`src/hdl/pfnfa_pkg.sv`:
```
// Shared types and constants for the postfix regex to NFA builder.
package pfnfa_pkg;

    // Width of state numbers as reported on the result channel
    localparam int STATE_OUT_W = 8;
    // Most results one token can cause: the edges of an alternate or star plus the final report
    localparam int MAX_RESULTS = 5;
    localparam int RES_IDX_W   = 3;

    // Token kinds
    typedef enum logic [2:0] {
        ACT_LITERAL   = 3'd0,
        ACT_CONCAT    = 3'd1,
        ACT_ALTERNATE = 3'd2,
        ACT_STAR      = 3'd3,
        ACT_PLUS      = 3'd4,
        ACT_OPTIONAL  = 3'd5
    } action_e;

    // Result kinds
    localparam logic [1:0] KIND_EDGE  = 2'd0;
    localparam logic [1:0] KIND_DONE  = 2'd1;
    localparam logic [1:0] KIND_ERROR = 2'd2;

    // Error codes
    localparam logic [1:0] ERR_NONE   = 2'd0;
    localparam logic [1:0] ERR_UNDER  = 2'd1;
    localparam logic [1:0] ERR_OVER   = 2'd2;
    localparam logic [1:0] ERR_STATES = 2'd3;

    // Fragment stack operations, top of stack in cell 0
    typedef enum logic [1:0] {
        STK_HOLD    = 2'd0,
        STK_PUSH    = 2'd1,   // every cell takes the one above, cell 0 the new entry
        STK_POP     = 2'd2,   // every cell takes the one below, cell 0 the new entry
        STK_REPLACE = 2'd3    // only cell 0 takes the new entry
    } stk_op_t;

    typedef struct packed {
        logic [2:0] action;
        logic [7:0] symbol;
        logic       final_token;
    } tok_t;

    typedef struct packed {
        logic [1:0] kind;
        logic [7:0] from_state;
        logic [7:0] to_state;
        logic       slot;
        logic       is_epsilon;
        logic [7:0] label;
        logic [1:0] error_code;
        logic       last_of_run;
    } res_t;

    // Edge write result
    function automatic res_t mk_edge(logic [7:0] from_s, logic [7:0] to_s, logic slot,
                                     logic eps, logic [7:0] label);
        res_t r;
        r.kind        = KIND_EDGE;
        r.from_state  = from_s;
        r.to_state    = to_s;
        r.slot        = slot;
        r.is_epsilon  = eps;
        r.label       = label;
        r.error_code  = ERR_NONE;
        r.last_of_run = 1'b0;
        return r;
    endfunction

    // Error report result
    function automatic res_t mk_error(logic [1:0] code);
        res_t r;
        r             = '0;
        r.kind        = KIND_ERROR;
        r.error_code  = code;
        return r;
    endfunction

    // Finished expression result
    function automatic res_t mk_done(logic [7:0] start_s, logic [7:0] end_s);
        res_t r;
        r            = '0;
        r.kind       = KIND_DONE;
        r.from_state = start_s;
        r.to_state   = end_s;
        return r;
    endfunction

endpackage

```
`src/hdl/pfnfa_cell.sv`:
```
// One entry of the fragment stack, shifting with its neighbors.
module pfnfa_cell #(
    parameter int W = 16
) (
    input  logic                 clk,
    input  pfnfa_pkg::stk_op_t   op,
    input  logic [W-1:0]         above,
    input  logic [W-1:0]         below,
    output logic [W-1:0]         q
);
    import pfnfa_pkg::*;

    logic [W-1:0] val_reg;

    // Take the neighbor's entry on a shift, hold otherwise
    always_ff @(posedge clk)
    begin
        case (op)
            STK_PUSH: val_reg <= above;
            STK_POP:  val_reg <= below;
            default:  val_reg <= val_reg;
        endcase
    end

    assign q = val_reg;

endmodule

```
`src/hdl/postfix_regex_to_nfa_builder_top.sv`:
```
// Top level of the postfix regex to NFA builder: stack of cells and result sequencer.
//
//   channel  | handshake            | payload            | role
//   ---------+----------------------+--------------------+----------------------------
//   token    | tok_valid, tok_stall | tok_data (tok_t)   | postfix tokens in
//   result   | res_valid, res_stall | res_data (res_t)   | edge writes, done, errors out
//
// A token is decoded in the cycle it is taken; its results leave one per cycle
// while the result channel does not stall. A literal or concat gives one result,
// plus and optional three, alternate and star four, an error one, and a final
// token one more. The next token is taken in the cycle its predecessor's last
// result moves to the output register. Reset clears the stack count and the
// state counter; stack cells are not cleared.
module postfix_regex_to_nfa_builder_top #(
    parameter int MAX_STATES  = 256,
    parameter int STACK_DEPTH = 32
) (
    input  logic              clk,
    input  logic              rst_n,
    input  logic              tok_valid,
    output logic              tok_stall,
    input  pfnfa_pkg::tok_t   tok_data,
    output logic              res_valid,
    input  logic              res_stall,
    output pfnfa_pkg::res_t   res_data
);
    import pfnfa_pkg::*;

    localparam int SW = $clog2(MAX_STATES);
    localparam int NW = $clog2(MAX_STATES + 1);
    localparam int CW = $clog2(STACK_DEPTH + 1);
    localparam int FW = 2 * SW;

    // Counters
    logic [CW-1:0] cnt_reg, cnt_next;
    logic [NW-1:0] nsn_reg, nsn_next;

    // Result buffer
    res_t                 pend_reg [MAX_RESULTS];
    logic [RES_IDX_W-1:0] pend_cnt_reg;
    logic [RES_IDX_W-1:0] pend_idx_reg;
    logic                 res_valid_reg;
    res_t                 res_reg;

    // Decode outputs
    res_t                 list [MAX_RESULTS];
    logic [RES_IDX_W-1:0] n_res;
    stk_op_t              op;
    stk_op_t              cell_op;
    logic [FW-1:0]        new_frag;

    logic [FW-1:0] cell_q [STACK_DEPTH];

    logic has_pend, out_free, move, last_move, acc;

    // Stack as a row of cells, top in cell 0
    generate
        for (genvar i = 0; i < STACK_DEPTH; i++)
        begin : g_cell
            stk_op_t       op_i;
            logic [FW-1:0] above_i;
            logic [FW-1:0] below_i;

            if (i == 0)
            begin : g_first
                assign op_i    = (cell_op == STK_HOLD) ? STK_HOLD : STK_PUSH;
                assign above_i = new_frag;
            end
            else
            begin : g_rest
                assign op_i    = (cell_op == STK_REPLACE) ? STK_HOLD : cell_op;
                assign above_i = cell_q[i-1];
            end

            if (i == STACK_DEPTH - 1)
            begin : g_last
                assign below_i = '0;
            end
            else
            begin : g_mid
                assign below_i = cell_q[i+1];
            end

            pfnfa_cell #(.W(FW)) u_cell (
                .clk   (clk),
                .op    (op_i),
                .above (above_i),
                .below (below_i),
                .q     (cell_q[i])
            );
        end
    endgenerate

    // Token decode: edges, stack operation and counter updates
    always_comb
    begin
        logic [SW-1:0]          a, b;
        logic [SW-1:0]          ts, te, ls, le;
        logic [STATE_OUT_W-1:0] a8, b8, ts8, te8, ls8, le8;
        logic                   short_states, full;
        logic [FW-1:0]          post_top;

        a  = nsn_reg[SW-1:0];
        b  = a + SW'(1);
        ts = cell_q[0][FW-1:SW];
        te = cell_q[0][SW-1:0];
        ls = cell_q[1][FW-1:SW];
        le = cell_q[1][SW-1:0];
        a8  = STATE_OUT_W'(a);
        b8  = STATE_OUT_W'(b);
        ts8 = STATE_OUT_W'(ts);
        te8 = STATE_OUT_W'(te);
        ls8 = STATE_OUT_W'(ls);
        le8 = STATE_OUT_W'(le);
        short_states = (nsn_reg > NW'(MAX_STATES - 2));
        full         = (cnt_reg == CW'(STACK_DEPTH));

        for (int k = 0; k < MAX_RESULTS; k++)
        begin
            list[k] = '0;
        end
        n_res    = '0;
        op       = STK_HOLD;
        new_frag = '0;
        cnt_next = cnt_reg;
        nsn_next = nsn_reg;

        case (tok_data.action)
            ACT_LITERAL:
            begin
                if (full)
                begin
                    list[0] = mk_error(ERR_OVER);
                    n_res   = RES_IDX_W'(1);
                end
                else if (short_states)
                begin
                    list[0] = mk_error(ERR_STATES);
                    n_res   = RES_IDX_W'(1);
                end
                else
                begin
                    list[0]  = mk_edge(a8, b8, 1'b0, 1'b0, tok_data.symbol);
                    n_res    = RES_IDX_W'(1);
                    op       = STK_PUSH;
                    new_frag = {a, b};
                    cnt_next = cnt_reg + CW'(1);
                    nsn_next = nsn_reg + NW'(2);
                end
            end
            ACT_CONCAT:
            begin
                if (cnt_reg < CW'(2))
                begin
                    list[0] = mk_error(ERR_UNDER);
                    n_res   = RES_IDX_W'(1);
                end
                else
                begin
                    list[0]  = mk_edge(le8, ts8, 1'b0, 1'b1, '0);
                    n_res    = RES_IDX_W'(1);
                    op       = STK_POP;
                    new_frag = {ls, te};
                    cnt_next = cnt_reg - CW'(1);
                end
            end
            ACT_ALTERNATE:
            begin
                if (cnt_reg < CW'(2))
                begin
                    list[0] = mk_error(ERR_UNDER);
                    n_res   = RES_IDX_W'(1);
                end
                else if (short_states)
                begin
                    list[0] = mk_error(ERR_STATES);
                    n_res   = RES_IDX_W'(1);
                end
                else
                begin
                    list[0]  = mk_edge(a8, ls8, 1'b0, 1'b1, '0);
                    list[1]  = mk_edge(a8, ts8, 1'b1, 1'b1, '0);
                    list[2]  = mk_edge(le8, b8, 1'b0, 1'b1, '0);
                    list[3]  = mk_edge(te8, b8, 1'b0, 1'b1, '0);
                    n_res    = RES_IDX_W'(4);
                    op       = STK_POP;
                    new_frag = {a, b};
                    cnt_next = cnt_reg - CW'(1);
                    nsn_next = nsn_reg + NW'(2);
                end
            end
            ACT_STAR, ACT_PLUS, ACT_OPTIONAL:
            begin
                if (cnt_reg == '0)
                begin
                    list[0] = mk_error(ERR_UNDER);
                    n_res   = RES_IDX_W'(1);
                end
                else if (short_states)
                begin
                    list[0] = mk_error(ERR_STATES);
                    n_res   = RES_IDX_W'(1);
                end
                else
                begin
                    list[0] = mk_edge(a8, ts8, 1'b0, 1'b1, '0);
                    if (tok_data.action == ACT_OPTIONAL)
                    begin
                        list[1] = mk_edge(te8, b8, 1'b0, 1'b1, '0);
                        list[2] = mk_edge(a8, b8, 1'b1, 1'b1, '0);
                        n_res   = RES_IDX_W'(3);
                    end
                    else
                    begin
                        list[1] = mk_edge(te8, ts8, 1'b1, 1'b1, '0);
                        list[2] = mk_edge(te8, b8, 1'b0, 1'b1, '0);
                        list[3] = mk_edge(a8, b8, 1'b1, 1'b1, '0);
                        n_res   = (tok_data.action == ACT_STAR) ? RES_IDX_W'(4)
                                                                : RES_IDX_W'(3);
                    end
                    op       = STK_REPLACE;
                    new_frag = {a, b};
                    nsn_next = nsn_reg + NW'(2);
                end
            end
            default:
            begin
                n_res = '0;
            end
        endcase

        // Final token reports the top fragment left after this token
        post_top = (op == STK_HOLD) ? cell_q[0] : new_frag;
        if (tok_data.final_token)
        begin
            if (cnt_next == '0)
            begin
                list[n_res] = mk_error(ERR_UNDER);
            end
            else
            begin
                list[n_res] = mk_done(STATE_OUT_W'(post_top[FW-1:SW]),
                                      STATE_OUT_W'(post_top[SW-1:0]));
            end
            n_res    = n_res + RES_IDX_W'(1);
            cnt_next = '0;
            nsn_next = '0;
        end

        if (n_res != '0)
        begin
            list[n_res - RES_IDX_W'(1)].last_of_run = 1'b1;
        end
    end

    // Handshake: take a token once the buffer is drained or drains now
    assign has_pend  = (pend_idx_reg != pend_cnt_reg);
    assign out_free  = !res_valid_reg || !res_stall;
    assign move      = has_pend && out_free;
    assign last_move = move && ((pend_idx_reg + RES_IDX_W'(1)) == pend_cnt_reg);
    assign tok_stall = has_pend && !last_move;
    assign acc       = tok_valid && !tok_stall;
    assign cell_op   = acc ? op : STK_HOLD;

    // Counter registers
    always_ff @(posedge clk or negedge rst_n)
    begin
        if (!rst_n)
        begin
            cnt_reg <= '0;
            nsn_reg <= '0;
        end
        else if (acc)
        begin
            cnt_reg <= cnt_next;
            nsn_reg <= nsn_next;
        end
    end

    // Result buffer control
    always_ff @(posedge clk or negedge rst_n)
    begin
        if (!rst_n)
        begin
            pend_cnt_reg  <= '0;
            pend_idx_reg  <= '0;
            res_valid_reg <= 1'b0;
        end
        else
        begin
            if (acc)
            begin
                pend_cnt_reg <= n_res;
                pend_idx_reg <= '0;
            end
            else if (move)
            begin
                pend_idx_reg <= pend_idx_reg + RES_IDX_W'(1);
            end
            if (out_free)
            begin
                res_valid_reg <= move;
            end
        end
    end

    // Result buffer and output payload
    always_ff @(posedge clk)
    begin
        if (acc)
        begin
            for (int k = 0; k < MAX_RESULTS; k++)
            begin
                pend_reg[k] <= list[k];
            end
        end
        if (move)
        begin
            res_reg <= pend_reg[pend_idx_reg];
        end
    end

    assign res_valid = res_valid_reg;
    assign res_data  = res_reg;

`ifndef SYNTH
    // Read pointer never passes the fill count
    a_idx_le_cnt: assert property (@(posedge clk) disable iff (!rst_n)
        pend_idx_reg <= pend_cnt_reg)
        else $error("result read pointer beyond fill count");

    // Stack count never exceeds the depth
    a_cnt_bound: assert property (@(posedge clk) disable iff (!rst_n)
        cnt_reg <= CW'(STACK_DEPTH))
        else $error("fragment stack count beyond depth");

    // A final token leaves an empty stack and a fresh state counter
    a_final_clear: assert property (@(posedge clk) disable iff (!rst_n)
        (acc && tok_data.final_token) |=> (cnt_reg == '0 && nsn_reg == '0))
        else $error("final token did not clear the builder");
`endif

endmodule
```
`config.mk`:
```
export PLATFORM = sky130hd
export DESIGN_NAME = postfix_regex_to_nfa_builder_top
export DESIGN_NICKNAME = d
export VERILOG_FILES = /design/src/hdl/pfnfa_pkg.sv /design/src/hdl/pfnfa_cell.sv /design/src/hdl/postfix_regex_to_nfa_builder_top.sv
export SDC_FILE = /design/constraint.sdc
export NUM_CORES = 1
export LEC_CHECK = 0
export ABC_AREA = 1
export BUFFER_PORTS_ARGS = -buffer_cell sky130_fd_sc_hd__buf_2
export CAP_MARGIN = 15
export CORE_ASPECT_RATIO = 0.7
export CORE_MARGIN = 2
export CORE_UTILIZATION = 50
export DETAILED_ROUTE_END_ITERATION = 7
export PLACE_DENSITY = 0.69
export SETUP_SLACK_MARGIN = 0.3
export SLEW_MARGIN = 15
export SYNTH_ARGS = -nofsm -noshare
export SYNTH_HDL_FRONTEND = slang
export SYNTH_SLANG_ARGS = --single-unit
```
`constraint.sdc`:
```
create_clock -name clk -period 16.7 [get_ports clk]
set_input_delay 0.835 -clock clk [delete_from_list [all_inputs] [get_ports clk]]
set_output_delay 0.835 -clock clk [all_outputs]
set_load 0.1 [all_outputs]
```
Word level (Yosys, flattened, before mapping)
Memory sizes are Yosys's and may differ from the RTL's. A register that Yosys moved wholly into a read port is not among the register bits.
Cells that the tools add are included.
{"block": "word_totals", "regBits": 534, "ramBits": 155, "input_bits": 16, "output_inout_bits": 33, "elab_cells": 195, "memories": 1}
{"memory": "pend_reg", "words": 5, "word_bits": 31, "read_ports": 1, "rd_clocked_by_memory_dff": 1, "write_ports": 5, "line_no": "postfix_regex_to_nfa_builder_top.sv:39", "source": "res_t pend_reg [MAX_RESULTS];"}
{"block": "op_classes", "add_sub_neg": 7, "magnitude_cmp": 6, "eq_ne": 16, "mux": 99, "bitwise_logic": 5, "n_reduce_logical": 24}
{"operator": "16-bit case mux with 2 select lines", "count": 32}
{"operator": "155-bit two-way mux", "count": 3}
{"operator": "155-bit bitwise mux", "count": 2}
{"operator": "91-bit two-way mux", "count": 3}
{"operator": "31-bit two-way mux", "count": 8}
{"operator": "31-bit demux with 3-bit select", "count": 2}
{"operator": "93-bit case mux with 2 select lines", "count": 1}
{"operator": "145-bit bitwise AND", "count": 1}
{"operator": "145-bit NOT", "count": 1}
{"operator": "31-bit case mux with 4 select lines", "count": 1}
{"operator": "16-bit two-way mux", "count": 6}
{"operator": "93-bit two-way mux", "count": 1}
{"operator": "16-bit case mux with 4 select lines", "count": 1}
{"operator": "52-bit two-way mux", "count": 1}
{"operator": "9-bit two-way mux", "count": 5}
{"operator": "6-bit two-way mux", "count": 6}
{"operator": "29-bit two-way mux", "count": 1}
{"operator": "3-bit two-way mux", "count": 9}
{"operator": "9-bit case mux with 3 select lines", "count": 1}
{"operator": "6-bit case mux with 3 select lines", "count": 1}
{"operator": "2-bit two-way mux", "count": 7}
{"operator": "6-bit logical NOT", "count": 2}
{"operator": "10-bit OR", "count": 1}
{"operator": "9-bit by 2-bit adder with 9-bit output (second input constant)", "count": 1}
{"operator": "35 further kinds", "count": 60}

Logic depth before layout (Yosys ltp)
Gate-level depths: netlist of the first run.
{"block": "logic_depth", "word_depth": 17, "mapped_depth": 20, "ltp_nobuf": 19}

Modules after synthesis
Synthesis of the first run repeated with hierarchy kept, for this count alone.
{"block": "unflattened", "cells_unflattened": 3298, "hier_area_um2": 32747.7}
{"module": "pfnfa_cell", "n_inst": 32, "cells_per_inst": 71, "area_each_um2": 744.5, "seq_area_each_um2": 480.5}
{"module": "postfix_regex_to_nfa_builder_top", "n_inst": 1, "cells_per_inst": 1026, "area_each_um2": 8924.8, "seq_area_each_um2": 4819.6}

Least setup slack after synthesis of the first run
OpenSTA, ideal clock, no wires.
{"block": "synth_path", "kind": "reg2reg", "startpoint": "reg pend_idx_reg[0]", "endpoint": "reg g_cell[10].u_cell.val_reg[0], enable pin", "setup_ns": 0.866, "t_arrival_ns": 15.751, "required_time_ns": 15.834, "slack_ns": 0.083, "stages_incl_launch_ff": 13, "path_buffers": 3, "synth_period_minus_slack_ns": 16.617, "cell_sequence": "dfrtp_1 > clkbuf_1 > clkinv_1 > clkbuf_1 > ha_1 > inv_1 > nor2_1 > nor3_1 > nand3_1 > a21oi_1 > clkbuf_1 > nand2_1 > ha_1"}
{"block": "synth_via", "elab_chain_len": 12, "word_cells_on_any_way": 15, "classes_between": "add/sub: 1; eq/ne: 5; mux: 2; reduce/logical: 7"}
{"item": "start, declared", "line_no": "postfix_regex_to_nfa_builder_top.sv:41", "source": "logic [RES_IDX_W-1:0] pend_idx_reg;"}
{"item": "start signal, assigned", "line_no": "postfix_regex_to_nfa_builder_top.sv:298", "source": "pend_idx_reg <= pend_idx_reg + RES_IDX_W'(1);"}
{"item": "3-bit by 1-bit adder with 3-bit output or 3-bit inequality test (tied branches)", "line_no": "postfix_regex_to_nfa_builder_top.sv:260, postfix_regex_to_nfa_builder_top.sv:257"}
{"item": "3-bit == test or 1-bit logical AND (tied branches)", "line_no": "postfix_regex_to_nfa_builder_top.sv:260, postfix_regex_to_nfa_builder_top.sv:259"}
{"item": "1-bit logical AND", "line_no": "postfix_regex_to_nfa_builder_top.sv:260", "source": "assign last_move = move && ((pend_idx_reg + RES_IDX_W'(1)) == pend_cnt_reg);"}
{"item": "1-bit logical NOT", "line_no": "postfix_regex_to_nfa_builder_top.sv:261", "source": "assign tok_stall = has_pend && !last_move;"}
{"item": "1-bit logical AND (*)", "line_no": "postfix_regex_to_nfa_builder_top.sv:261"}
{"item": "1-bit logical NOT (*)", "line_no": "postfix_regex_to_nfa_builder_top.sv:262", "source": "assign acc = tok_valid && !tok_stall;"}
{"item": "1-bit logical AND (*)", "line_no": "postfix_regex_to_nfa_builder_top.sv:262"}
{"item": "net acc", "line_no": "postfix_regex_to_nfa_builder_top.sv:54", "source": "logic has_pend, out_free, move, last_move, acc;"}
{"item": "2-bit two-way mux (*)", "line_no": "postfix_regex_to_nfa_builder_top.sv:263", "source": "assign cell_op = acc ? op : STK_HOLD;"}
{"item": "2-bit == test", "line_no": "postfix_regex_to_nfa_builder_top.sv:71", "source": "assign op_i = (cell_op == STK_REPLACE) ? STK_HOLD : cell_op;"}
{"item": "2-bit two-way mux (*)", "line_no": "postfix_regex_to_nfa_builder_top.sv:71"}
{"item": "2-bit by 1-bit == test with 1-bit output or 2-bit == test (tied branches)", "line_no": "pfnfa_cell.sv:18", "source": "case (op)"}
{"item": "2-bit nonzero test (no line) (*)"}
{"item": "end signal, assigned", "line_no": "pfnfa_cell.sv:19", "source": "STK_PUSH: val_reg <= above;"}
{"item": "end signal, assigned", "line_no": "pfnfa_cell.sv:20", "source": "STK_POP: val_reg <= below;"}
{"item": "end signal, assigned", "line_no": "pfnfa_cell.sv:21", "source": "default: val_reg <= val_reg;"}
{"item": "end, declared", "line_no": "pfnfa_cell.sv:13", "source": "logic [W-1:0] val_reg;"}
Mark *: on every way through the listed nets, which the timed path passes. The rest lies on a longest branch.
A chain may end at the register's enable or synchronous reset.

Worst setup path in the final report of the first run
{"block": "layout_path", "startpoint": "reg pend_idx_reg[1]", "endpoint": "reg g_cell[22].u_cell.val_reg[11], data pin"}
{"block": "layout_via", "elab_chain_len": 12, "word_cells_on_any_way": 15, "classes_between": "add/sub: 1; eq/ne: 5; mux: 3; reduce/logical: 6"}
{"item": "3-bit by 1-bit adder with 3-bit output or 3-bit inequality test (tied branches)", "line_no": "postfix_regex_to_nfa_builder_top.sv:260, postfix_regex_to_nfa_builder_top.sv:257"}
{"item": "3-bit == test or 1-bit logical AND (tied branches)", "line_no": "postfix_regex_to_nfa_builder_top.sv:260, postfix_regex_to_nfa_builder_top.sv:259"}
{"item": "1-bit logical AND", "line_no": "postfix_regex_to_nfa_builder_top.sv:260"}
{"item": "1-bit logical NOT", "line_no": "postfix_regex_to_nfa_builder_top.sv:261"}
{"item": "1-bit logical AND (*)", "line_no": "postfix_regex_to_nfa_builder_top.sv:261"}
{"item": "1-bit logical NOT (*)", "line_no": "postfix_regex_to_nfa_builder_top.sv:262"}
{"item": "1-bit logical AND (*)", "line_no": "postfix_regex_to_nfa_builder_top.sv:262"}
{"item": "2-bit two-way mux (*)", "line_no": "postfix_regex_to_nfa_builder_top.sv:263"}
{"item": "2-bit == test", "line_no": "postfix_regex_to_nfa_builder_top.sv:71"}
{"item": "2-bit two-way mux (*)", "line_no": "postfix_regex_to_nfa_builder_top.sv:71"}
{"item": "2-bit == test or 2-bit by 1-bit == test with 1-bit output (tied branches)", "line_no": "pfnfa_cell.sv:18"}
{"item": "16-bit case mux with 2 select lines (*)", "line_no": "pfnfa_cell.sv:18"}
{"item": "end signal, assigned", "line_no": "pfnfa_cell.sv:19"}
{"item": "end signal, assigned", "line_no": "pfnfa_cell.sv:20"}
{"item": "end signal, assigned", "line_no": "pfnfa_cell.sv:21"}
{"item": "end, declared", "line_no": "pfnfa_cell.sv:13"}
Mark *: on every way between the ends. The rest lies on a longest branch, timed or not.

==> impl_metrics.toml, run 1 <==
[outcome]
status = "finished, final reports clean"

[logic_synthesis]
synthCells = 2774
cell_area_synth_mm2 = 0.0299
synth-warning-count = 0
synth.mux.area_fraction = 0.0158
synthSimpleGateAreaFrac = 0.122
dominant_combinational_cell_family_by_area_after_synthesis = "simple AND/OR/NAND/NOR gates"
yosys.area_share.xor_xnor = 0.00439
synth_seq_area_share = 0.675
average_size_of_a_mapped_cell_um2 = 10.8
yosys.area.top_type = "sky130_fd_sc_hd__edfxtp_1"
adder_and_majority_gate_portion_of_the_synthesized_area = 0.00419
ys_top_cells_by_area = "sky130_fd_sc_hd__edfxtp_1 (66%), sky130_fd_sc_hd__nor2_1 (5.1%), sky130_fd_sc_hd__o21ai_0 (5.1%)"
synth-compound-area-share = 0.114
post_synthesis_register_bit_count = 676
synth_enable_flop_cells = 655
ys_types = 48
synth_top_area_share = 0.658
synth_ff_type = "sky130_fd_sc_hd__edfxtp_1"
synth-async-reset-ratio = 0.0311

[setup_path]
arrival_ps = 7300
worst-setup-path-type = "reg -> reg"
timing.critical_path.required_ps = 17060
cp_max_fo = 294
end_kind = "flop"
worstSetupStartpointType = "flop"

[clocking]
htreeDepth = 3
max-clock-path-buffers = 3
tritoncts = "built"
post_cts_resize_count = 0
cts_hold_repair.buffers = 0
postCtsSetupRepairBufs = 0
clkSlewWorstSetupHoldPaths_ps = 60
latest_clock_arrival_within_the_worst_skew_pair_ps = 600
clock_sinks = 676
cts-buffers-inserted = 66
root_buffer = "sky130_fd_sc_hd__clkbuf_16"

[pwr]
ir_drop_mv = 0.179
static-leakage-power_uw = 0.0123
clock_power_share = 0.219
internal_power_uw = 4090
p_switching_uw = 2550
pwr-share-comb = 0.330
total_power_uw = 6640
sequentialPowerShare = 0.451
switching_share = 0.385
power_density_mw_per_mm2 = 202

[timing]
relSlewSlack = 0.257
totalNegativeSetupSlack_ps = 0
final_slew_viol_count = 0
period_share = 0.416
finClkSkew_ps = 20.6
timing.final.hold_violations = 0
setup-violations-final = 0
fmax_mhz = 144
final_period_minus_worst_setup_slack_ps = 6940
grt_setup_unrepaired = "no"
tightestPinTransition_ps = 1110

[global_route]
first_global_vias = 18300
groute.usage.overall = 0.190
grt_max_degree = 295
global_route.overflow_total = 0
grt_antenna_before_repair = 0
wire_length_of_the_first_global_routing_pass_um = 94400

[routing]
route.detailed.vias_per_inst = 5.35
via_count = 19300
number_of_remaining_drc_errors = 0
drt-pass1-iter-count = 6
routed_wirelength_um = 58000
drtIter0Drc = 2011
avgRoutedWirePerCell_um = 16.1
remaining_antenna_violation_count_after_routing = 0

[place]
io_buffer_count = 48
place_congestion = 0.888
detailedPlacementHpwl_um = 37100
numPlacedInstances = 3492

[floorplan]
die_area_mm2 = 0.0618
placeableCoreArea_mm2 = 0.0587
io-pin-count = 49
core.rowCount = 74
floorplan.initialDensity = 0.509
die_width_um = 296
die_height_um = 209

[layout]
layout_common_cells = "sky130_fd_sc_hd__edfxtp_1 (655), sky130_fd_sc_hd__nor2_1 (410), sky130_fd_sc_hd__nand2_1 (372), sky130_fd_sc_hd__inv_1 (328), sky130_fd_sc_hd__o21ai_0 (307)"
antenna_cells_inserted = 0
leading_cell_type_in_the_layout_fill_and_taps_excluded = "sky130_fd_sc_hd__edfxtp_1"
final-instance-count-excl-fill = 3611
multi_input_comb_area_mm2 = 0.00784
regArea_mm2 = 0.0202
finish.utilization = 0.559
final_layout_size_suffix_gt1_frac = 0.0907
largest_register_ff_count = 512
areaGrowthSynthToFinish_pct = 9.74
final.fill_count = 5028
post_layout_net_count = 2788

[flow_run]
maxCapViolCount = 0

[min_path]
hp-class = "in -> async"
[cell usage after synthesis (2+ instances only)]
cell,count
sky130_fd_sc_hd__edfxtp_1,655
sky130_fd_sc_hd__nor2_1,410
sky130_fd_sc_hd__nand2_1,372
sky130_fd_sc_hd__inv_1,328
sky130_fd_sc_hd__o21ai_0,307
sky130_fd_sc_hd__a21oi_1,249
sky130_fd_sc_hd__clkbuf_1,123
sky130_fd_sc_hd__nand3_1,66
sky130_fd_sc_hd__mux2_2,42
sky130_fd_sc_hd__dfrtp_1,21
sky130_fd_sc_hd__a31oi_1,20
sky130_fd_sc_hd__o21ai_1,14
sky130_fd_sc_hd__o22ai_1,12
sky130_fd_sc_hd__inv_2,11
sky130_fd_sc_hd__buf_1,10
sky130_fd_sc_hd__buf_2,10
sky130_fd_sc_hd__ha_1,10
sky130_fd_sc_hd__xor2_1,9
sky130_fd_sc_hd__a22oi_1,8
sky130_fd_sc_hd__and3_1,8
sky130_fd_sc_hd__nand4_1,8
sky130_fd_sc_hd__a221oi_1,7
sky130_fd_sc_hd__o21ai_2,7
sky130_fd_sc_hd__nor2_4,6
sky130_fd_sc_hd__nor3_1,6
sky130_fd_sc_hd__xnor2_1,6
sky130_fd_sc_hd__buf_4,5
sky130_fd_sc_hd__nand2_2,5
sky130_fd_sc_hd__nor2_2,5
sky130_fd_sc_hd__o211ai_1,5
sky130_fd_sc_hd__o21bai_2,4
sky130_fd_sc_hd__a32oi_1,3
sky130_fd_sc_hd__nand3_2,3
sky130_fd_sc_hd__buf_6,2
sky130_fd_sc_hd__clkinv_1,2
sky130_fd_sc_hd__nand2_4,2
sky130_fd_sc_hd__o21ai_4,2
[critical path, cell delays in order (launching register included)]
cell                      delay, ps
sky130_fd_sc_hd__dfrtp_1        930
sky130_fd_sc_hd__inv_1          680
sky130_fd_sc_hd__ha_1           520
sky130_fd_sc_hd__inv_1           60
sky130_fd_sc_hd__nor2_1          40
sky130_fd_sc_hd__nor3_1         160
sky130_fd_sc_hd__nand3_1        160
sky130_fd_sc_hd__nand2_1        110
sky130_fd_sc_hd__nand2_1        260
sky130_fd_sc_hd__nor2_1         370
sky130_fd_sc_hd__ha_4           370
sky130_fd_sc_hd__buf_12         670
sky130_fd_sc_hd__buf_4          840
sky130_fd_sc_hd__buf_4          760
sky130_fd_sc_hd__mux2_2         410
[metrics by stage]
stage | worst slack [ps] | hold slack (ps) | area (µm²)
after floorplan | 4550 | 473 | 29900
after global placement | 10040 | 507 | 30700
after detailed placement | 9910 | 511 | 30700
after CTS | 9920 | 214 | 32800
after global routing | 9220 | 227 | 32800
final | 9760 | 231 | 32800
[worst paths after layout]
path                                  from                       to  slack (ps)  depth (start not counted)
max reg2reg                pend_idx_reg[1]  g_cell[22].u_cell.q[11]        9760                         14
min                                  rst_n          pend_cnt_reg[0]         230                          1
min reg2reg                pend_cnt_reg[0]          pend_cnt_reg[0]         520                          2
max in group asynchronous            rst_n               nsn_reg[8]       16060                          1
min in group clk           pend_cnt_reg[0]          pend_cnt_reg[0]         520                          2
max                        pend_idx_reg[1]  g_cell[22].u_cell.q[11]        9760                         14
[power by group through the flow]
stage / registers [µW] / logic, µW / clock network (µW)
6_report: 2990 / 2190 / 1460
4_1_cts: 2990 / 2190 / 1490
5_1_grt: 3050 / 2430 / 1560
2_1_floorplan: 3360 / 1400 / 0
3_3_place_gp: 3000 / 2110 / 0
3_5_place_dp: 3020 / 2180 / 0
[area by class of cell]
type | instances | share of cell area
Clock buffer | 84 | 0.0534
Clock inverter | 35 | 0.00992
Inverter | 341 | 0.0390
Multi-Input combinational cell | 1608 | 0.239
Sequential cell | 676 | 0.616
Tap cell | 798 | 0.0304
Timing Repair Buffer | 69 | 0.0129
[per-layer routing]
metal / share of wire / track usage / vias up
li1: - / - / 9476
met1: 0.49 / 0.294 / 9224
met2: 0.43 / 0.271 / 532
met3: 0.064 / 0.0359 / 93
met4: 0.019 / 0.0552 / 0
met5: 0 / 0 / -
[kinds of logic after synthesis]
logic type / Yosys count
other: 1
DFF: 676
and+or+nand+nor: 895
AOI/OAI and AO/OA: 643
buffers and inverters: 492
adders and majority gates: 10
muxes: 42
xor gates and xnor gates: 15
No activity file was read; power rests on OpenSTA's default activity.
==> run 2: changes to the inputs <==
==> constraint.sdc (replaced) <==
create_clock -name clk -period 6.1 [get_ports clk]
set_input_delay 0.305 -clock clk [delete_from_list [all_inputs] [get_ports clk]]
set_output_delay 0.305 -clock clk [all_outputs]
set_load 0.1 [all_outputs]
==> impl_metrics.toml, run 2 (synthesis results as in run 1) <==
[outcome]
status = "finished, final reports clean"

[setup_path]
worst_setup_path_startpoint = "pend_idx_reg[0]"
worst-r2r-setup-slack_ps = 1700
arrival_ps = 4670
worst-setup-path-type = "reg -> reg"
end_kind = "flop"
worstSetupStartpointType = "flop"
cp_max_fo = 76
critical_r2r_launch = "pend_idx_reg[0]"
timing.critical_path.required_ps = 6370

[floorplan]
core.rowCount = 74
die_area_mm2 = 0.0618
floorplan.initialDensity = 0.509
die_height_um = 209
die_width_um = 296
placeableCoreArea_mm2 = 0.0587
io-pin-count = 49

[pwr]
static-leakage-power_uw = 0.0124
power_density_mw_per_mm2 = 549
ir_drop_mv = 0.600

[timing]
totalNegativeSetupSlack_ps = 0
setup-violations-final = 0
grt_setup_unrepaired = "no"
final_period_minus_worst_setup_slack_ps = 4400
relSlewSlack = 0.313
final_slew_viol_count = 0
fmax_mhz = 227
finClkSkew_ps = 23.9
period_share = 0.721
tightestPinTransition_ps = 1030
finalWorstSetupSlack_ps = 1700
timing.final.hold_violations = 0

[layout]
areaGrowthSynthToFinish_pct = 10.6
leading_cell_type_in_the_layout_fill_and_taps_excluded = "sky130_fd_sc_hd__edfxtp_1"
finish.utilization = 0.563
final_layout_size_suffix_gt1_frac = 0.0928
largest_register_ff_count = 512
layout_common_cells = "sky130_fd_sc_hd__edfxtp_1 (655), sky130_fd_sc_hd__nor2_1 (409), sky130_fd_sc_hd__nand2_1 (371), sky130_fd_sc_hd__inv_1 (326), sky130_fd_sc_hd__o21ai_0 (307)"
antenna_cells_inserted = 0
post_layout_net_count = 2803
final-instance-count-excl-fill = 3622

[routing]
drtIter0Drc = 2370
route.detailed.vias_per_inst = 5.37
remaining_antenna_violation_count_after_routing = 0
drt-pass1-iter-count = 6
routed_wirelength_um = 57500
number_of_remaining_drc_errors = 0
via_count = 19500
avgRoutedWirePerCell_um = 15.9

[clocking]
cts_hold_repair.buffers = 10
clock_sinks = 676
latest_clock_arrival_within_the_worst_skew_pair_ps = 630
max-clock-path-buffers = 3
tritoncts = "built"
cts-buffers-inserted = 61
clkSlewWorstSetupHoldPaths_ps = 70
root_buffer = "sky130_fd_sc_hd__clkbuf_16"
postCtsSetupRepairBufs = 0
htreeDepth = 2
post_cts_resize_count = 0

[global_route]
grt_max_degree = 155
use_met3 = 0.0432
wire_length_of_the_first_global_routing_pass_um = 94400
first_global_vias = 19000
global_route.overflow_total = 0
grt_antenna_before_repair = 0
grt_util_met2 = 0.286
groute.usage.overall = 0.186
grt_most_used_layer = "met2"
groute.layer.met1.usage = 0.271

[min_path]
hp-class = "in -> reg"
hold_path_startpoint = "tok_data[0]"

[place]
placement.setup.worst_slack_ps = 1730
io_buffer_count = 48
detailedPlacementHpwl_um = 36800
numPlacedInstances = 3502
place_congestion = 0.923

[flow_run]
maxCapViolCount = 0
==> run 2: layout make-up <==
class / count / area, µm²
timing repair buffer: 89 / 711
tap: 798 / 998
multi-input combinational: 1608 / 7860
clock buffer: 78 / 1590
fill: 4904 / 25700
clock inverter: 32 / 405
sequential: 676 / 20200
inverter: 341 / 1290
==> run 2: critical path, cell delays in order, from the launching register on <==
cell and delay [ps]:
sky130_fd_sc_hd__dfrtp_1 320, sky130_fd_sc_hd__buf_4 480, sky130_fd_sc_hd__clkinv_8 300, sky130_fd_sc_hd__ha_4 370, sky130_fd_sc_hd__nor2_1 40, sky130_fd_sc_hd__nor3_1 200
sky130_fd_sc_hd__nand3_1 170, sky130_fd_sc_hd__nand2_1 120, sky130_fd_sc_hd__nand2_1 290, sky130_fd_sc_hd__nor2_1 360, sky130_fd_sc_hd__inv_1 120, sky130_fd_sc_hd__ha_4 750
sky130_fd_sc_hd__buf_12 410
==> run 2: path summary, 6_finish.rpt <==
kind | endpoint | cells after the start
worst min register to register | pend_cnt_reg[0] | 2
worst max-delay path | g_cell[25].u_cell.q[6] | 12
worst max register to register | g_cell[25].u_cell.q[6] | 12
min in group asynchronous | pend_idx_reg[0] | 2
max in group asynchronous | nsn_reg[2] | 2
worst min-delay path | nsn_reg[6] | 2
==> run 2: where the power goes <==
part	switching (µW)	internal (µW)	leakage, µW	total (µW)
clock network	1680	2220	0.000969	3900
registers	580	7550	0.00630	8130
logic	4680	1440	0.00515	6120
total	6940	11200	0.0124	18100
==> run 2: through the flow <==
step	power, µW	instance area [µm²]	hold slack [ps]
detailed placement	14300	31000	321
CTS	18200	33000	14.4
global placement	14000	31000	320
floorplan	12900	30000	9.41
global route	19200	33100	58.0
finish	18100	33100	56.6
==> run 2: layer usage <==
metal | vias up | part of all wire
li1 | 9490 | -
met1 | 9262 | 0.46
met2 | 620 | 0.44
met3 | 89 | 0.077
met4 | 0 | 0.017
met5 | - | 0
==> run 3: changes to the inputs <==
--- a/config.mk
+++ b/config.mk
@@ -12,7 +12,7 @@
 export CORE_MARGIN = 2
 export CORE_UTILIZATION = 50
 export DETAILED_ROUTE_END_ITERATION = 7
-export PLACE_DENSITY = 0.69
+export PLACE_DENSITY = 0.67
 export SETUP_SLACK_MARGIN = 0.3
 export SLEW_MARGIN = 15
 export SYNTH_ARGS = -nofsm -noshare
==> constraint.sdc (replaced) <==
create_clock -name clk -period 4.5 [get_ports clk]
set_input_delay 0.225 -clock clk [delete_from_list [all_inputs] [get_ports clk]]
set_output_delay 0.225 -clock clk [all_outputs]
set_load 0.1 [all_outputs]
==> impl_metrics.toml, run 3 (synthesis results as in run 1) <==
[outcome]
status = "finished, final reports clean"

[min_path]
hp-class = "in -> async"

[floorplan]
die_height_um = 209
die_area_mm2 = 0.0618
core.rowCount = 74
placeableCoreArea_mm2 = 0.0587
die_width_um = 296
floorplan.initialDensity = 0.509
io-pin-count = 49

[layout]
layout_common_cells = "sky130_fd_sc_hd__edfxtp_1 (655), sky130_fd_sc_hd__nor2_1 (410), sky130_fd_sc_hd__nand2_1 (371), sky130_fd_sc_hd__inv_1 (326), sky130_fd_sc_hd__o21ai_0 (307)"
multi_input_comb_area_mm2 = 0.00786
final.fill_count = 4907
finish.utilization = 0.571
final_layout_size_suffix_gt1_frac = 0.106
final-instance-count-excl-fill = 3665
post_layout_net_count = 2848
regArea_mm2 = 0.0202
areaGrowthSynthToFinish_pct = 12.2
leading_cell_type_in_the_layout_fill_and_taps_excluded = "sky130_fd_sc_hd__edfxtp_1"
largest_register_ff_count = 512
antenna_cells_inserted = 0

[setup_path]
cp_max_fo = 16
worst-r2r-setup-slack_ps = 850
ff2ff_path_depth = 19
end_kind = "flop"
worst-setup-path-type = "reg -> reg"
arrival_ps = 3990
critical_r2r_launch = "nsn_reg[2]"
timing.critical_path.required_ps = 4840
rr_endpoint = "pend_reg[3][0]"
worstSetupStartpointType = "flop"

[clocking]
root_buffer = "sky130_fd_sc_hd__clkbuf_16"
tritoncts = "built"
htreeDepth = 3
postCtsSetupRepairBufs = 0
clkSlewWorstSetupHoldPaths_ps = 60
max-clock-path-buffers = 3
latest_clock_arrival_within_the_worst_skew_pair_ps = 600
clock_sinks = 676
post_cts_resize_count = 0
cts-buffers-inserted = 68
cts_hold_repair.buffers = 11

[routing]
via_count = 19600
drt-pass1-iter-count = 6
route.detailed.vias_per_inst = 5.34
drtIter0Drc = 1983
routed_wirelength_um = 59300
number_of_remaining_drc_errors = 0
avgRoutedWirePerCell_um = 16.2
remaining_antenna_violation_count_after_routing = 0

[pwr]
power_density_mw_per_mm2 = 748
ir_drop_mv = 0.621
total_power_uw = 25100
static-leakage-power_uw = 0.0127

[timing]
timing.final.hold_violations = 0
grt_setup_unrepaired = "no"
period_share = 0.811
finClkSkew_ps = 23.8
final_period_minus_worst_setup_slack_ps = 3650
setup-violations-final = 0
final_slew_viol_count = 0
fmax_mhz = 274
tightestPinTransition_ps = 998
relSlewSlack = 0.332

[place]
place_congestion = 0.964
numPlacedInstances = 3539
io_buffer_count = 48
detailedPlacementHpwl_um = 39700

[global_route]
grt_max_degree = 122
grt_antenna_before_repair = 0
global_route.overflow_total = 0
groute.usage.overall = 0.195
first_global_vias = 18700
wire_length_of_the_first_global_routing_pass_um = 97100

[flow_run]
maxCapViolCount = 0
-- run 3: cell count changes in the layout (fill, tap and decap cells not counted), moves of 2 or more --
cell,delta
sky130_fd_sc_hd__buf_4,+28
sky130_fd_sc_hd__clkbuf_16,+10
sky130_fd_sc_hd__buf_12,+9
sky130_fd_sc_hd__bufinv_16,-5
sky130_fd_sc_hd__clkbuf_1,-5
sky130_fd_sc_hd__clkinv_1,+3
sky130_fd_sc_hd__clkinv_2,+3
sky130_fd_sc_hd__clkinv_8,-2
-- run 3: worst max path at each step --
stage | start | to | slack (ps) | cells after the start
2_1_floorplan | pend_idx_reg[0] | g_cell[10].u_cell.q[0] | -1470 | 11
5_1_grt | nsn_reg[2] | pend_reg[3][0] | 710 | 19
3_5_place_dp | pend_idx_reg[0] | g_cell[20].u_cell.q[11] | 990 | 12
3_3_place_gp | pend_idx_reg[0] | g_cell[20].u_cell.q[11] | 1060 | 11
6_report | nsn_reg[2] | pend_reg[3][0] | 850 | 19
4_1_cts | pend_idx_reg[0] | g_cell[3].u_cell.q[11] | 960 | 12
-- run 3: worst max-delay path: stages (launching register included) --
cell,delay (ps)
sky130_fd_sc_hd__dfrtp_1,510
sky130_fd_sc_hd__ha_1,270
sky130_fd_sc_hd__nand2_1,120
sky130_fd_sc_hd__nor2_4,50
sky130_fd_sc_hd__nand3_4,110
sky130_fd_sc_hd__nand2_8,130
sky130_fd_sc_hd__inv_2,280
sky130_fd_sc_hd__nand2_2,170
sky130_fd_sc_hd__nor2_1,250
sky130_fd_sc_hd__nand2_1,110
sky130_fd_sc_hd__nand2_1,80
sky130_fd_sc_hd__nand2_2,100
sky130_fd_sc_hd__ha_1,290
sky130_fd_sc_hd__o21ai_0,300
sky130_fd_sc_hd__ha_1,240
sky130_fd_sc_hd__inv_1,50
sky130_fd_sc_hd__nand2_1,60
sky130_fd_sc_hd__nand2_1,90
sky130_fd_sc_hd__nand2_1,100
sky130_fd_sc_hd__nor2_1,50
-- run 3: area by class of cell --
class | count | share of cell area
clock buffers | 84 | 0.0547
clock inverters | 31 | 0.00742
inverters | 341 | 0.0385
multi-input cells | 1608 | 0.234
flip-flops and latches | 676 | 0.602
well taps | 798 | 0.0298
repair buffers | 127 | 0.0331
-- run 3: metrics by stage --
| step | area [µm²] | setup TNS, ps | hold slack, ps | setup slack [ps] |
|---|---|---|---|---|
| finish | 33500 | 0 | 154 | 852 |
| global route | 33500 | 0 | 165 | 710 |
| CTS | 33500 | 0 | 128 | 961 |
| detailed placement | 31300 | 0 | 231 | 992 |
| global placement | 31300 | 0 | 241 | 1060 |
| floorplan | 30000 | -730760 | -70.6 | -1470 |
-- run 3: power breakdown --
group	internal, µW	switching (µW)	leakage (µW)	total [µW]
Combinational	2170	6460	0.00537	8630
Clock	3110	2320	0.00103	5440
Sequential	10200	790	0.00630	11000
-- run 3: metal layers --
layer | global-route usage | vias up | part of all wire
met5 | 0 | - | 0
met1 | 0.303 | 9333 | 0.49
li1 | - | 9605 | -
met3 | 0.0430 | 82 | 0.067
met2 | 0.280 | 537 | 0.43
met4 | 0.0451 | 0 | 0.018
